## src/rtl/fbcdu_pkg.sv

```systemverilog
// Package for the five-bit code dictionary unpacker.
// Holds the item types, the kind codes and the sizes shared by all modules.
// Depends on nothing.
`default_nettype none

package fbcdu_pkg;

   localparam int CODE_BITS     = 5;
   localparam int DICT_SIZE     = 31;
   localparam int DICT_INDEX_W  = $clog2(DICT_SIZE);
   localparam int RSP_QUEUE_DEPTH = 4;
   localparam int QUEUE_PTR_W   = $clog2(RSP_QUEUE_DEPTH);
   localparam int QUEUE_LEVEL_W = $clog2(RSP_QUEUE_DEPTH + 1);

   localparam logic [CODE_BITS-1:0] END_CODE = CODE_BITS'(31);

   typedef enum logic [1:0] {
      KIND_DATA  = 2'd0,
      KIND_DICT  = 2'd1,
      KIND_START = 2'd2
   } kind_type;

   typedef struct packed {
      kind_type          kind;
      logic [7:0]        data_byte;
      logic [4:0]        entry_index;
      logic [7:0]        entry_value;
   } req_type;

   typedef struct packed {
      logic [7:0] char_value;
      logic       end_marker;
      logic       last;
   } rsp_type;

   // Up to two results enter the result queue together.
   typedef struct packed {
      logic [1:0] n;
      rsp_type    first;
      rsp_type    second;
   } rsp_push_type;

endpackage

`default_nettype wire

```

## src/rtl/fbcdu_dict.sv

```systemverilog
// Character dictionary of the five-bit code unpacker: one write port and two
// registered read ports. Depends on fbcdu_pkg.
`default_nettype none

module fbcdu_dict
   import fbcdu_pkg::*;
(
   input  wire logic                    clock,
   input  wire logic                    wr_en,
   input  wire logic [DICT_INDEX_W-1:0] wr_index,
   input  wire logic [7:0]              wr_value,
   input  wire logic [DICT_INDEX_W-1:0] rd_index_0,
   input  wire logic [DICT_INDEX_W-1:0] rd_index_1,
   output logic      [7:0]              rd_value_0,
   output logic      [7:0]              rd_value_1
);

   logic [7:0] dict_ff [DICT_SIZE];
   logic [7:0] rd_value_0_ff;
   logic [7:0] rd_value_1_ff;

   always_ff @(posedge clock) begin
      if (wr_en) begin
         dict_ff[wr_index] <= wr_value;
      end
   end

   // The terminator code also arrives here as an address; its data is never used.
   always_ff @(posedge clock) begin
      rd_value_0_ff <= dict_ff[rd_index_0];
      rd_value_1_ff <= dict_ff[rd_index_1];
   end

   assign rd_value_0 = rd_value_0_ff;
   assign rd_value_1 = rd_value_1_ff;

endmodule

`default_nettype wire

```

## src/rtl/fbcdu_rsp_queue.sv

```systemverilog
// Result queue of the five-bit code unpacker: takes up to two items at
// once, hands out one item per cycle unless stalled. Depends on fbcdu_pkg.
`default_nettype none

module fbcdu_rsp_queue
   import fbcdu_pkg::*;
(
   input  wire logic                     clock,
   input  wire logic                     reset,
   input  wire rsp_push_type             push,
   output logic                          rsp_valid,
   input  wire logic                     rsp_stall,
   output rsp_type                       rsp_payload,
   output logic      [QUEUE_LEVEL_W-1:0] level
);

   rsp_type                  q_ff [RSP_QUEUE_DEPTH];
   logic [QUEUE_PTR_W-1:0]   wr_ptr_ff, wr_ptr_in;
   logic [QUEUE_PTR_W-1:0]   rd_ptr_ff, rd_ptr_in;
   logic [QUEUE_LEVEL_W-1:0] count_ff, count_in;
   logic                     pop;
   logic [QUEUE_PTR_W-1:0]   wr_ptr_next;

   assign pop         = (count_ff != '0) && !rsp_stall;
   assign wr_ptr_next = wr_ptr_ff + QUEUE_PTR_W'(1);

   always_comb begin
      wr_ptr_in = wr_ptr_ff + QUEUE_PTR_W'(push.n);
      rd_ptr_in = rd_ptr_ff + QUEUE_PTR_W'(pop);
      count_in  = count_ff + QUEUE_LEVEL_W'(push.n) - QUEUE_LEVEL_W'(pop);
   end

   always_ff @(posedge clock) begin
      if (push.n != 2'd0) begin
         q_ff[wr_ptr_ff] <= push.first;
      end
      if (push.n == 2'd2) begin
         q_ff[wr_ptr_next] <= push.second;
      end
   end

   always_ff @(posedge clock) begin
      if (reset) begin
         wr_ptr_ff <= '0;
         rd_ptr_ff <= '0;
         count_ff  <= '0;
      end else begin
         wr_ptr_ff <= wr_ptr_in;
         rd_ptr_ff <= rd_ptr_in;
         count_ff  <= count_in;
      end
   end

   assign rsp_valid   = (count_ff != '0);
   assign rsp_payload = q_ff[rd_ptr_ff];
   assign level       = count_ff;

   a_push_count_legal: assert property (@(posedge clock) disable iff (reset)
      push.n != 2'd3)
      else $error("result queue push of more than two items");

   a_empty_pointers_meet: assert property (@(posedge clock) disable iff (reset)
      (count_ff == '0) |-> (rd_ptr_ff == wr_ptr_ff))
      else $error("result queue empty but pointers differ");

   a_no_overflow: assert property (@(posedge clock) disable iff (reset)
      count_ff <= QUEUE_LEVEL_W'(RSP_QUEUE_DEPTH))
      else $error("result queue overflow");

endmodule

`default_nettype wire

```

## src/rtl/five_bit_code_dictionary_unpacker.sv

```systemverilog
// Five-bit code dictionary unpacker, top level.
// Input items on req_* are data bytes, dictionary writes or stream starts.
// Data bytes are split most significant bit first into five-bit codes; each
// code below 31 selects a character from the 31-entry dictionary, and code
// 31 gives an end marker, after which data is ignored until a start item.
// Results leave on rsp_* one item per cycle while rsp_stall is low; last
// marks the final result of an input item. Dictionary writes and start
// items give no result. An item is taken at any edge with valid high and
// stall low on its channel. The first result of a data byte passes the
// dictionary read register and then the result queue before it is offered.
// Throughput: one input item per cycle while req_stall is low; a byte that
// yields two characters puts two results on the result channel, so such
// streams back up the input. The four-entry result queue sets how far
// input can run ahead: req_stall rises when the queue and the stage feeding
// it could not take two more results, and depends on registers only.
// Reset clears the bit buffer, byte phase, end flag and result queue; the
// dictionary keeps its contents and must be written before it is read.
// A stalled receiver holds its result in the queue and input backs up.
// Depends on fbcdu_pkg, fbcdu_dict and fbcdu_rsp_queue.
`default_nettype none

module five_bit_code_dictionary_unpacker
   import fbcdu_pkg::*;
(
   input  wire logic    clock,
   input  wire logic    reset,
   input  wire logic    req_valid,
   output logic         req_stall,
   input  wire req_type req_payload,
   output logic         rsp_valid,
   input  wire logic    rsp_stall,
   output rsp_type      rsp_payload
);

   logic                     req_accept;
   logic                     data_live;
   logic                     dict_wr_en;
   logic [2:0]               have_bits;
   logic [3:0]               bit_count;
   logic [11:0]              acc;
   logic [3:0]               shift_0;
   logic [3:0]               shift_1;
   logic [3:0]               rem_bits;
   logic [CODE_BITS-1:0]     code_0;
   logic [CODE_BITS-1:0]     code_1;
   logic                     two_codes;
   logic                     end_0;
   logic                     end_1;

   logic [3:0]               leftover_ff, leftover_in;
   logic [2:0]               phase_ff, phase_in;
   logic                     done_ff, done_in;
   logic [1:0]               s1_n_ff, s1_n_in;
   logic                     s1_end_0_ff, s1_end_0_in;
   logic                     s1_end_1_ff, s1_end_1_in;

   logic [7:0]               rd_value_0;
   logic [7:0]               rd_value_1;
   rsp_push_type             push;
   logic [QUEUE_LEVEL_W-1:0] queue_level;
   logic [QUEUE_LEVEL_W:0]   queue_demand;

   assign req_accept = req_valid && !req_stall;
   assign data_live  = req_accept && (req_payload.kind == KIND_DATA) && !done_ff;
   assign dict_wr_en = req_accept && (req_payload.kind == KIND_DICT) &&
                       (req_payload.entry_index <= DICT_INDEX_W'(DICT_SIZE - 1));

   // Bits still held from earlier bytes, by byte position within five bytes.
   always_comb begin
      case (phase_ff)
         3'd0:    have_bits = 3'd0;
         3'd1:    have_bits = 3'd3;
         3'd2:    have_bits = 3'd1;
         3'd3:    have_bits = 3'd4;
         3'd4:    have_bits = 3'd2;
         default: have_bits = 3'd0;
      endcase
   end

   always_comb begin
      acc       = {leftover_ff, req_payload.data_byte};
      bit_count = 4'(have_bits) + 4'd8;
      two_codes = bit_count >= 4'(2 * CODE_BITS);
      shift_0   = bit_count - 4'(CODE_BITS);
      shift_1   = bit_count - 4'(2 * CODE_BITS);
      code_0    = CODE_BITS'(acc >> shift_0);
      code_1    = CODE_BITS'(acc >> shift_1);
      end_0     = (code_0 == END_CODE);
      end_1     = two_codes && !end_0 && (code_1 == END_CODE);
      rem_bits  = two_codes ? shift_1 : shift_0;
   end

   // Stream state and the stage that waits for the dictionary read.
   always_comb begin
      leftover_in = leftover_ff;
      phase_in    = phase_ff;
      done_in     = done_ff;
      s1_n_in     = 2'd0;
      s1_end_0_in = 1'b0;
      s1_end_1_in = 1'b0;
      if (req_accept) begin
         case (req_payload.kind)
            KIND_START: begin
               leftover_in = 4'd0;
               phase_in    = 3'd0;
               done_in     = 1'b0;
            end
            KIND_DATA: begin
               if (!done_ff) begin
                  s1_end_0_in = end_0;
                  s1_end_1_in = end_1;
                  s1_n_in     = (two_codes && !end_0) ? 2'd2 : 2'd1;
                  if (end_0 || end_1) begin
                     leftover_in = 4'd0;
                     done_in     = 1'b1;
                  end else begin
                     leftover_in = 4'(acc & ((12'd1 << rem_bits) - 12'd1));
                     phase_in    = (phase_ff == 3'(CODE_BITS - 1)) ? 3'd0
                                                                 : phase_ff + 3'd1;
                  end
               end
            end
            default: begin
            end
         endcase
      end
   end

   always_ff @(posedge clock) begin
      if (reset) begin
         leftover_ff <= '0;
         phase_ff    <= '0;
         done_ff     <= 1'b0;
         s1_n_ff     <= '0;
         s1_end_0_ff <= 1'b0;
         s1_end_1_ff <= 1'b0;
      end else begin
         leftover_ff <= leftover_in;
         phase_ff    <= phase_in;
         done_ff     <= done_in;
         s1_n_ff     <= s1_n_in;
         s1_end_0_ff <= s1_end_0_in;
         s1_end_1_ff <= s1_end_1_in;
      end
   end

   fbcdu_dict u_dict (
      .clock      (clock),
      .wr_en      (dict_wr_en),
      .wr_index   (req_payload.entry_index),
      .wr_value   (req_payload.entry_value),
      .rd_index_0 (code_0),
      .rd_index_1 (code_1),
      .rd_value_0 (rd_value_0),
      .rd_value_1 (rd_value_1)
   );

   always_comb begin
      push.n                 = s1_n_ff;
      push.first.char_value  = s1_end_0_ff ? 8'd0 : rd_value_0;
      push.first.end_marker  = s1_end_0_ff;
      push.first.last        = (s1_n_ff == 2'd1);
      push.second.char_value = s1_end_1_ff ? 8'd0 : rd_value_1;
      push.second.end_marker = s1_end_1_ff;
      push.second.last       = 1'b1;
   end

   fbcdu_rsp_queue u_rsp_queue (
      .clock       (clock),
      .reset       (reset),
      .push        (push),
      .rsp_valid   (rsp_valid),
      .rsp_stall   (rsp_stall),
      .rsp_payload (rsp_payload),
      .level       (queue_level)
   );

   // Room must remain for the item in flight plus two results of a new one.
   assign queue_demand = (QUEUE_LEVEL_W + 1)'(queue_level) + (QUEUE_LEVEL_W + 1)'(s1_n_ff);
   assign req_stall    = queue_demand > (QUEUE_LEVEL_W + 1)'(RSP_QUEUE_DEPTH - 2);

   a_data_gives_result: assert property (@(posedge clock) disable iff (reset)
      data_live |=> (s1_n_ff != 2'd0))
      else $error("live data item produced no result");

   a_done_clears_buffer: assert property (@(posedge clock) disable iff (reset)
      done_ff |-> (leftover_ff == 4'd0))
      else $error("bit buffer not empty after end of stream");

   a_end_first_alone: assert property (@(posedge clock) disable iff (reset)
      s1_end_0_ff |-> (s1_n_ff == 2'd1))
      else $error("result follows an end marker");

   a_end_second_pair: assert property (@(posedge clock) disable iff (reset)
      s1_end_1_ff |-> (s1_n_ff == 2'd2))
      else $error("second end marker without first result");

endmodule

`default_nettype wire
```

## config.mk

```make
export PLATFORM = sky130hd
export DESIGN_NAME = five_bit_code_dictionary_unpacker
export DESIGN_NICKNAME = d
export VERILOG_FILES = /design/src/rtl/fbcdu_pkg.sv /design/src/rtl/fbcdu_dict.sv /design/src/rtl/fbcdu_rsp_queue.sv /design/src/rtl/five_bit_code_dictionary_unpacker.sv
export SDC_FILE = /design/constraint.sdc
export NUM_CORES = 1
export LEC_CHECK = 0
export BUFFER_PORTS_ARGS = -buffer_cell sky130_fd_sc_hd__buf_2
export CORE_UTILIZATION = 65
export DETAILED_ROUTE_END_ITERATION = 6
export PLACE_DENSITY = 0.8
export SLEW_MARGIN = 20
export SYNTH_ARGS = -nofsm -noshare
export SYNTH_HDL_FRONTEND = slang
export SYNTH_SLANG_ARGS = --single-unit
export TNS_END_PERCENT = 1
```

## constraint.sdc

```tcl
create_clock -name clock -period 6.85 [get_ports clock]
set_input_delay 0 -clock clock [delete_from_list [all_inputs] [get_ports clock]]
set_output_delay 0 -clock clock [all_outputs]
set_load 0.1 [all_outputs]
```

== After elaboration in Yosys (flattened, before gate mapping) ==
Memory sizes are Yosys's and may differ from the RTL's. A register that Yosys moved wholly into a read port is not among the register bits.
Index checks and enable logic that the tools add are counted.

* Logic and storage cells: 83
* Output and inout port bits: 12
* RAM bits: 288
* Bits in latches: 0
* Bits of input ports: 27
* Memory bits (read-only): 0
* Memories kept: 2
* Register bits after elaboration: 19

* Add/sub/neg operators: 11
* $lt $le $gt $ge: 3
* $mul: 0
* Multiplexer cells: 22
* Shift operators: 3
* Reductions and logical operators: 18
* Equal/unequal tests: 12
* Bitwise operators: 3
* Divide/modulo/power cells: 0

{| class="wikitable"
|+ Memory list
! memory !! depth !! bits a word !! rd ports !! clocked after memory_dff !! wr ports !! RTL line !! source
|-
| u_dict.dict_ff || 31 || 8 || 2 || 2 || 1 || fbcdu_dict.sv:18 || <nowiki>logic [7:0] dict_ff [DICT_SIZE];</nowiki>
|-
| u_rsp_queue.q_ff || 4 || 10 || 1 || 1 || 2 || fbcdu_rsp_queue.sv:17 || <nowiki>rsp_type q_ff [RSP_QUEUE_DEPTH];</nowiki>
|}

{| class="wikitable"
|+ Operators with widths
! cell !! count
|-
| 12-bit by 4-bit right shift with 5-bit output || 2
|-
| 8-bit two-way mux || 2
|-
| 4-bit two-way mux || 3
|-
| 3-bit one-hot mux with 4 select lines || 1
|-
| 5-bit == test, second input constant || 2
|-
| 3-bit two-way mux || 3
|-
| 1-bit two-way mux || 8
|-
| 4-bit one-hot mux with 2 select lines || 1
|-
| 3-bit by 2-bit == test with 1-bit output, second input constant || 2
|-
| 1-bit logical AND || 6
|-
| 3-bit one-hot mux with 2 select lines || 1
|-
| 5-bit less-or-equal comparator, second input constant || 1
|-
| 3-bit by 2-bit adder with 4-bit output || 1
|-
| 3-bit by 4-bit adder with 4-bit output, second input constant || 1
|-
| 4-bit AND || 1
|-
| 2-bit by 1-bit == test with 1-bit output, second input constant || 2
|-
| 2-bit == test, second input constant || 2
|-
| 4-bit greater-or-equal comparator, second input constant || 1
|-
| 4-bit by 2-bit > comparator with 1-bit output, second input constant || 1
|-
| 2-bit two-way mux || 2
|-
| 2-bit inequality test, second input constant || 2
|-
| 4-bit AND reduction || 1
|-
| 2-bit nonzero test || 2
|-
| 4-bit OR reduction || 1
|-
| other kinds (20) || 23
|}

== Depth between registers and ports, before layout ==
Gate-level depths: netlist of run 1.

* Word-level depth: 13
* Depth in mapped cells: 18
* Gate-level depth less buffers: 13

== By module ==
Synthesis of run 1 repeated with hierarchy kept, for this count alone.

* Cell total of the unflattened synthesis: 1,121
* Area total of the unflattened synthesis: 16,623.4 um2

{| class="wikitable"
|+ Modules (own cells, without submodules)
! module !! times used !! area each (um2) !! cells each
|-
| fbcdu_dict || 1 || 12,210.5 || 731
|-
| fbcdu_rsp_queue || 1 || 2,331.0 || 142
|-
| five_bit_code_dictionary_unpacker || 1 || 2,082.0 || 248
|}

== Worst setup path before layout of run 1 ==
OpenSTA, ideal clock, no wires.

* Path kind: reg-to-reg
* Start point: reg phase_ff[0]
* End point: reg u_dict.rd_value_1_ff[6], in the netlist u_dict.rd_value_1[6], read port of u_dict.dict_ff
* Setup time: 0.130 ns
* Path buffers: 4
* Cell stages (with the launch flop): 17
* Data arrival time: 3.289 ns
* Period minus slack after synthesis: 3.419 ns
* Data required time: 6.720 ns
* Path slack: 3.431 ns
* Cell sequence: dfxtp_1 inv_1 ha_1 mux2_2 inv_2 ha_1 clkbuf_1 nor3_1 o21bai_1 o211a_1 clkbuf_1 clkbuf_1 buf_2 mux2i_1 mux2i_1 a22oi_1 nand4_1

* Word-level cells in the longest chain between the ends: 5

{| class="wikitable"
|+ Ends and longest elaborated chain
! item !! RTL line !! source
|-
| start: declaration || five_bit_code_dictionary_unpacker.sv:51 || <nowiki>logic [2:0] phase_ff, phase_in;</nowiki>
|-
| start signal: assignment || five_bit_code_dictionary_unpacker.sv:139 || <nowiki>phase_ff <= phase_in;</nowiki>
|-
| 3-bit == test (tied with other cells) || five_bit_code_dictionary_unpacker.sv:70 || <nowiki>case (phase_ff)</nowiki>
|-
| 3-bit one-hot mux with 4 select lines (*) || five_bit_code_dictionary_unpacker.sv:70 ||
|-
| 3-bit by 4-bit adder with 4-bit output (*) || five_bit_code_dictionary_unpacker.sv:82 || <nowiki>bit_count = 4'(have_bits) + 4'd8;</nowiki>
|-
| 4-bit subtractor (*) || five_bit_code_dictionary_unpacker.sv:85 || <nowiki>shift_1 = bit_count - 4'(2 * CODE_BITS);</nowiki>
|-
| 12-bit by 4-bit right shift with 5-bit output (*) || five_bit_code_dictionary_unpacker.sv:87 || <nowiki>code_1 = CODE_BITS'(acc >> shift_1);</nowiki>
|-
| end: declaration || fbcdu_dict.sv:20 || <nowiki>logic [7:0] rd_value_1_ff;</nowiki>
|}

Every way passes the cells marked *; elsewhere a longest branch is shown, timed or not.
A chain may end at the register's enable or synchronous reset.

== Worst setup path after layout of run 1 ==
* Start point: reg phase_ff[0]
* End point: reg u_dict.rd_value_0_ff[2], in the netlist u_dict.rd_value_0[2], read port of u_dict.dict_ff

* Word-level cells in the longest chain between the ends: 5

{| class="wikitable"
|+ Ends and longest elaborated chain
! item !! RTL line !! source
|-
| 3-bit == test (tied with other cells) || five_bit_code_dictionary_unpacker.sv:70 ||
|-
| 3-bit one-hot mux with 4 select lines (*) || five_bit_code_dictionary_unpacker.sv:70 ||
|-
| 3-bit by 4-bit adder with 4-bit output (*) || five_bit_code_dictionary_unpacker.sv:82 ||
|-
| 4-bit by 3-bit subtractor with 4-bit output (*) || five_bit_code_dictionary_unpacker.sv:84 || <nowiki>shift_0 = bit_count - 4'(CODE_BITS);</nowiki>
|-
| 12-bit by 4-bit right shift with 5-bit output (*) || five_bit_code_dictionary_unpacker.sv:86 || <nowiki>code_0 = CODE_BITS'(acc >> shift_0);</nowiki>
|-
| end: declaration || fbcdu_dict.sv:19 || <nowiki>logic [7:0] rd_value_0_ff;</nowiki>
|}

Marked as above.

==> summary.md, run 1 <==
| Metric | Value |
|---|---|
| Total number of vias | `12400` |
| Worst hold slack | `17.7 ps` |
| Final core utilization | `71.4%` |
| Status | `completed` |
| Initial core utilization | `66.0%` |
| F_max | `between 150 and 200 MHz` |
| Core area | `25100 µm²` |
| #FFs+latches synth | `323` |
| Power share of the sequential group | `44.6%` |
| Leak Pwr | `6.92 nW` |
| Global route overflow | `0` |
| Cts repair resizes | `0` |
| Max_cap viols | `0` |
| Clock Sink Count | `323` |
| Most common cell on crit path | `ha_1` |
| IO Port Bufs | `38` |
| CP Cell Sequence | `inv_1, ha_1, o21ba_4, inv_4, ha_1, xnor2_1, mux4_2, nand2_1, nand3_2, buf_4, nand3_1, o22ai_1, a21o_1, nor4_2` |
| Pre-antenna DRT Iters | `6` |
| Critical Path End Type | `register` |
| Cell count after placement | `1685` |
| Sequential area share after synthesis | `about 56%` |
| Most used flip-flop cell after synthesis | `edfxtp_1` |
| Vias in the first global route | `11600` |
| Yosys synthesis warning count | `0` |
| Slew Limit Headroom | `21.8%` |
| Least-Margin Pin Slew | `approximately 1200 ps` |
| Number of buffers and inverters on the critical path | `3` |
| Setup TNS | `0 ps` |
| Syn nets | `1448` |
| Min Tclk post-route | `5090 ps` |
| Startpoint Class | `register` |
| Number of flops mapped to enable cells by yosys | `284` |
| Fill cells | `approximately 1800` |
| Synth top area cells | `edfxtp_1 (51%), mux2i_1 (11%), dfxtp_1 (4.7%), nand2_1 (4.4%), mux4_2 (3.0%)` |
| Slew Viols, Final | `0` |
| Final WL | `46500 µm` |
| FP Rows | `just under 60` |
| Int Pwr | `about 3.5 mW` |
| Skew-Pair Late Insertion Delay | `520 ps` |
| Largest net degree at the start of global routing | `81` |
| WP data required | `7270 ps` |
| Drt initial violations | `1886` |
| Post-route DRC | `0` |
| Hpwl dp | `31100 µm` |
| Switch Pwr | `between 1.5 and 2 mW` |
| Synth top area share | `51.5%` |
| CTS clock-pin slew for the worst setup and hold paths | `~60 ps` |
| Non-Filler Instances | `1755` |
| RD Place Congestion | `approximately 0.99` |
| Clock root cell | `clkbuf_16` |
| Initial antenna violation count | `2` |
| Final Instance Area | `between 15000 and 20000 µm²` |
| Area delta synth->final | `8.18%` |
| Biggest area consumer among synthesized cells | `edfxtp_1` |
| CP top delay family | `simple AND/OR/NAND/NOR gates` |
| Critical Path AT | `5510 ps` |
| Pwr Density | `282 nW/µm²` |
| Total Die Area | `26100 µm²` |
| Fraction of layout cells with a size suffix above 1 | `11.2%` |
| Part of the power in combinational logic | `21.0%` |
| Syn Inst Count | `~1400` |
| Detail Route Antenna Nets | `0` |
| Setup violators final | `0` |
| Io pins | `39` |
| Fraction of registers with async set/reset | `0%` |
| Routed len/inst | `about 26 µm` |
| Clock Path Buffers | `3` |
| Total CTS buffers | `35` |
| Mapped Area | `16600 µm²` |
| Htree depth | `2` |
| CP peak stage delay | `just over 600 ps` |
| Gr usage total | `35.5%` |
| Clk_skew | `22.1 ps` |
| Slowest cell on crit path | `nand3_2` |
| Net Sw Frac | `31.0%` |
| Final hold viol count | `0` |
| Final cycle utilization of the critical path | `74.4%` |
| Unrepaired setup endpoints after global routing | `no` |
| Via density | `roughly 7.1` |
| First-pass GRT wire length | `~69000 µm` |
| Number of distinct library cells after synthesis | `72` |
| Critical Path Fanout Max | `32` |
| TritonCTS clock tree | `yes` |
| Kind of critical path | `register to register` |
| Hold Path Class | `input pin to register` |
| DIE WIDTH | `162 µm` |
| Peak supply drop | `between 0.3 and 0.4 mV` |
| Clk pwr share | `34.4%` |
| Post-layout net count | `1447` |
| Placed Area | `16800 µm²` |
| Die Y-Extent | `162 µm` |
| Syn Area/Cell | `11.8 µm²` |
-- area by class of cell --
| class | instances | area (µm²) | area share [%] |
|---|---|---|---|
| repair buffers | 57 | 365 | 2.04 |
| diodes | 1 | 2.50 | 0.0140 |
| multi-input cells | 961 | 6730 | 37.5 |
| inverters | 22 | 85.1 | 0.475 |
| well taps | 330 | 413 | 2.30 |
| flip-flops and latches | 323 | 9310 | 51.9 |
| clock inverters | 15 | 106 | 0.593 |
| clock buffers | 46 | 917 | 5.12 |
-- metal layers --
| metal | GRT usage (%) | wire (µm) | vias up | share of wire, % |
|---|---|---|---|---|
| met2 | 56.2 | 21500 | 885 | 46 |
| met3 | 7.00 | 5060 | 151 | 11 |
| met1 | 48.2 | 17900 | 5998 | 38 |
| li1 | - | - | 5371 | - |
| met4 | 15.4 | 2050 | 2 | 4.4 |
| met5 | 0 | 12 | - | 0.026 |
-- synthesized netlist by cell type, types with 9 or more instances --
cell type	n
edfxtp_1	284
o22ai_1	60
nand3_1	58
dfxtp_1	39
a31oi_1	16
nor4_1	19
buf_2	37
nor3_1	10
a21oi_1	88
mux2_2	19
a21o_1	9
nor2_1	79
nor2b_1	11
mux4_2	22
nand2_1	195
mux2i_1	174
clkbuf_1	35
inv_1	19
a211oi_1	20
ha_1	18
buf_1	9
o21ai_0	15
a22oi_1	35
-- state kept, by name (all words and copies together), names as in the netlist, 2 cells and up --
register,count
s1_n_ff,2
u_dict.rd_value_0,8
u_dict.rd_value_1,8
u_rsp_queue.rd_ptr_ff,2
phase_ff,3
u_rsp_queue.q_ff,40
leftover_ff,4
u_rsp_queue.level,3
u_rsp_queue.wr_ptr_ff,2
u_dict.dict_ff,248
-- worst min-delay path, delay by kind of cell --
| kind | cells | cell delay (ps) |
|---|---|---|
| xor+xnor | 1 | 140 |
| fa+ha+maj | 1 | 190 |
| simple gates | 2 | 100 |
| buf+inv | 1 | 80 |
-- logic make-up after synthesis --
family                   after synthesis  synth area share [%]
AND/OR/NAND/NOR                      414                  11.3
buffers and inverters                117                  3.40
adder cells (fa/ha/maj)               20                  1.60
AO/OA/AOI/OAI                        302                  12.2
multiplexers                         217                  14.9
flip-flops                           323                  56.2
XOR/XNOR                               8                 0.423
-- power by group through the flow --
stage,logic (mW),registers (mW),clock network (mW)
CTS,1.04,2.25,1.74
finish,1.06,2.25,1.74
global placement,1.00,2.29,0
detailed placement,1.03,2.29,0
floorplan,0.818,2.25,0
global route,1.12,2.26,1.80
-- stage by stage --
stage               power, mW  setup WS, ps
floorplan                3.07          3430
global placement         3.29          2010
detailed placement       3.32          1910
CTS                      5.03          1860
global route             5.17          1550
finish                   5.05          1760
-- layout by cell type (no fill, tap or decap), types with 19 or more instances in the layout --
cell type / n
edfxtp_1: 284
nand2_1: 194
mux2i_1: 174
a21oi_1: 88
nor2_1: 79
o22ai_1: 60
nand3_1: 57
dfxtp_1: 39
buf_2: 38
a22oi_1: 35
clkbuf_16: 35
mux4_2: 22
a211oi_1: 20
mux2_2: 19
nor4_1: 19
inv_1: 19
-- worst paths after layout --
check / startpoint / end / slack [ps] / cells past startpoint
setup / recovery: phase_ff[0] / u_dict.rd_value_0[2] / 1760 / 14
hold / removal: rsp_stall / u_rsp_queue.rd_ptr_ff[1] / 20 / 5
setup reg to reg: phase_ff[0] / u_dict.rd_value_0[2] / 1760 / 14
hold reg to reg: u_rsp_queue.q_ff[3][0] / u_rsp_queue.q_ff[3][0] / 480 / 2
-- what timing repair did --
action | in CTS | in global routing
endpoints found under the hold margin | 16 | 0
buffers inserted | 0 | 0
hold buffers | 8 | 0
Power figures use the tool's default switching activity.
==> run 2: changes to the inputs <==
--- a/config.mk
+++ b/config.mk
@@ -6,9 +6,9 @@
 export NUM_CORES = 1
 export LEC_CHECK = 0
 export BUFFER_PORTS_ARGS = -buffer_cell sky130_fd_sc_hd__buf_2
-export CORE_UTILIZATION = 65
+export CORE_UTILIZATION = 63
 export DETAILED_ROUTE_END_ITERATION = 6
-export PLACE_DENSITY = 0.8
+export PLACE_DENSITY = 0.78
 export SLEW_MARGIN = 20
 export SYNTH_ARGS = -nofsm -noshare
 export SYNTH_HDL_FRONTEND = slang
==> constraint.sdc (replaced) <==
create_clock -name clock -period 4.9 [get_ports clock]
set_input_delay 0 -clock clock [delete_from_list [all_inputs] [get_ports clock]]
set_output_delay 0 -clock clock [all_outputs]
set_load 0.1 [all_outputs]
==> run 2 against run 1 <==
Clock-buffer cell count shrank 5. Fmax increased by 12%. Cell area rose by 2.9%. Power up 45%. Global-route usage increased by 0.54 points.
==> summary.md, run 2 (synthesis results as in run 1) <==
| Metric | Value |
|---|---|
| FP Rows | `58` |
| Drt initial violations | `around 1900` |
| First-pass GRT wire length | `71400 µm` |
| RD Place Congestion | `between 0.9 and 1` |
| Min Tclk post-route | `approximately 4500 ps` |
| Post-layout net count | `between 1000 and 1500` |
| Initial core utilization | `65.1%` |
| Kind of critical path | `register to register` |
| Vias in the first global route | `11900` |
| Slowest cell on crit path | `or4_4` |
| DR WL met2 | `21700 µm` |
| Clk pwr share | `35.7%` |
| Routed len/inst | `between 20 and 30 µm` |
| Leak Pwr | `between 7 and 8 nW` |
| Int Pwr | `slightly above 5 mW` |
| Critical Path Fanout Max | `18` |
| Initial antenna violation count | `1` |
| Post-route DRC | `0` |
| Regs by FF count | `u_dict.dict_ff x248, u_rsp_queue.q_ff x40` |
| Fill cells | `1747` |
| Total Power | `7.32 mW` |
| Critical Path AT | `approximately 5000 ps` |
| CP peak stage delay | `630 ps` |
| Htree depth | `2` |
| Clk_skew | `29.1 ps` |
| Detail Route Antenna Nets | `0` |
| TritonCTS clock tree | `yes` |
| Via density | `6.98` |
| Slew Viols, Final | `0` |
| Gr usage total | `a little over a third` |
| Least-Margin Pin Slew | `1080 ps` |
| Fraction of layout cells with a size suffix above 1 | `between 10% and 20%` |
| Worst hold slack | `18.9 ps` |
| Most common cell after layout, fill and taps aside | `edfxtp_1` |
| Clock root cell | `clkbuf_16` |
| WP data required | `roughly 5300 ps` |
| Switch Pwr | `about 2.2 mW` |
| Pwr Density | `397 nW/µm²` |
| Pre-antenna DRT Iters | `6` |
| Met3 WL | `between 5000 and 6000 µm` |
| Global route overflow | `0` |
| Io pins | `39` |
| Net Sw Frac | `30.6%` |
| Slew Limit Headroom | `27.5%` |
| Diodes inserted | `0` |
| Total CTS buffers | `35` |
| Clock Path Buffers | `3` |
| Max reg flops | `248` |
| Hpwl dp | `32600 µm` |
| Setup TNS | `0 ps` |
| Final WL | `47800 µm` |
| DIE WIDTH | `164 µm` |
| Die Y-Extent | `between 150 and 200 µm` |
| Total Die Area | `27000 µm²` |
| Final cycle utilization of the critical path | `between 90% and 100%` |
| IO Port Bufs | `38` |
| Power share of the sequential group | `a little over two fifths` |
| Met1 wire length | `between 15000 and 20000 µm` |
| CTS clock-pin slew for the worst setup and hold paths | `60 ps` |
| Critical Path End Type | `register` |
| Core area | `25500 µm²` |
| F_max | `220 MHz` |
| Final hold viol count | `0` |
| Skew-Pair Late Insertion Delay | `520 ps` |
| Most frequent cells in the layout | `edfxtp_1 (284), nand2_1 (194), mux2i_1 (174)` |
| Peak supply drop | `between 0.5 and 0.6 mV` |
| Hold Path Class | `input pin to register` |
| Area delta synth->final | `11.3%` |
| CP Cell Sequence | `inv_1, ha_2, o21ba_4, inv_4, ha_1, inv_2, a211oi_1, nand2_1, and3_2, or4_4, o31ai_4, a21oi_2, a211oi_2, dlygate4sd3_1` |
| Total number of vias | `12500` |
| Setup violators final | `0` |
| Unrepaired setup endpoints after global routing | `no` |
| Part of the power in combinational logic | `approximately a fifth` |
| Max_cap viols | `0` |
| Clock Sink Count | `between 300 and 400` |
| Top Layer Used | `met5` |
| Startpoint Class | `register` |
| Top reg by flops | `u_dict.dict_ff` |
| Status | `completed` |
| Largest net degree at the start of global routing | `62` |
## run 2: cell count changes in the layout (fill, tap and decap cells not counted), moves of 3 or more
cell / before / now
buf_4: 10 / 35
clkbuf_1: 11 / 6
buf_12: 1 / 12
clkinv_2: 4 / 9
bufinv_16: 1 / 4
## run 2: power groups by stage
stage,Clock [mW],Sequential (mW),Combinational (mW)
global placement,0,3.20,1.49
CTS,2.62,3.14,1.53
floorplan,0,3.15,1.14
finish,2.61,3.14,1.56
global route,2.73,3.15,1.65
detailed placement,0,3.20,1.52
## run 2: per-stage QoR
stage | instances | worst slack [ps] | util, % | cell area [µm²]
2_1_floorplan | 1401 | 1480 | - | 16600
3_3_place_gp | 1721 | 599 | 67.6 | 17200
3_5_place_dp | 1721 | 467 | 67.6 | 17200
4_1_cts | 1793 | 173 | 72.4 | 18400
5_1_grt | 1794 | 90.6 | 72.4 | 18500
6_report | 1794 | 353 | 72.4 | 18500
## run 2: final timing paths
path,startpoint,end,slack [ps],cells after the start
worst max-delay path,phase_ff[1],done_ff,350,14
worst min-delay path,rsp_stall,u_rsp_queue.rd_ptr_ff[1],20,5
worst max register to register,phase_ff[1],done_ff,350,14
worst min register to register,u_rsp_queue.q_ff[0][0],u_rsp_queue.q_ff[0][0],530,1
## run 2: layout make-up
class	count	area, µm²	share of cell area (%)
flip-flops and latches	323	9310	50.4
multi-input cells	962	6740	36.5
clock buffers	41	898	4.87
repair buffers	94	783	4.24
well taps	330	413	2.24
clock inverters	22	224	1.21
inverters	22	85.1	0.461
## run 2: worst max-delay path: cells and delay by family, from the launching register on
family          cells  cell delay (ps)
buf+inv             4              960
flops               1              330
compound gates      5             1160
simple gates        3             1120
fa+ha+maj           2              900
## run 2: what timing repair did
action                                  4_1_cts  5_1_grt
buffers inserted                              0        0
endpoints found under the hold margin        25        0
hold buffers                                  9        0
endpoints found under the setup margin        0        1
gates resized for setup                       0        2
## run 2: layer usage
| metal | track usage [%] | up-vias |
|---|---|---|
| li1 | - | 5448 |
| met1 | 48.2 | 6001 |
| met2 | 56.4 | 916 |
| met3 | 7.50 | 156 |
| met4 | 17.0 | 2 |
| met5 | 0 | - |
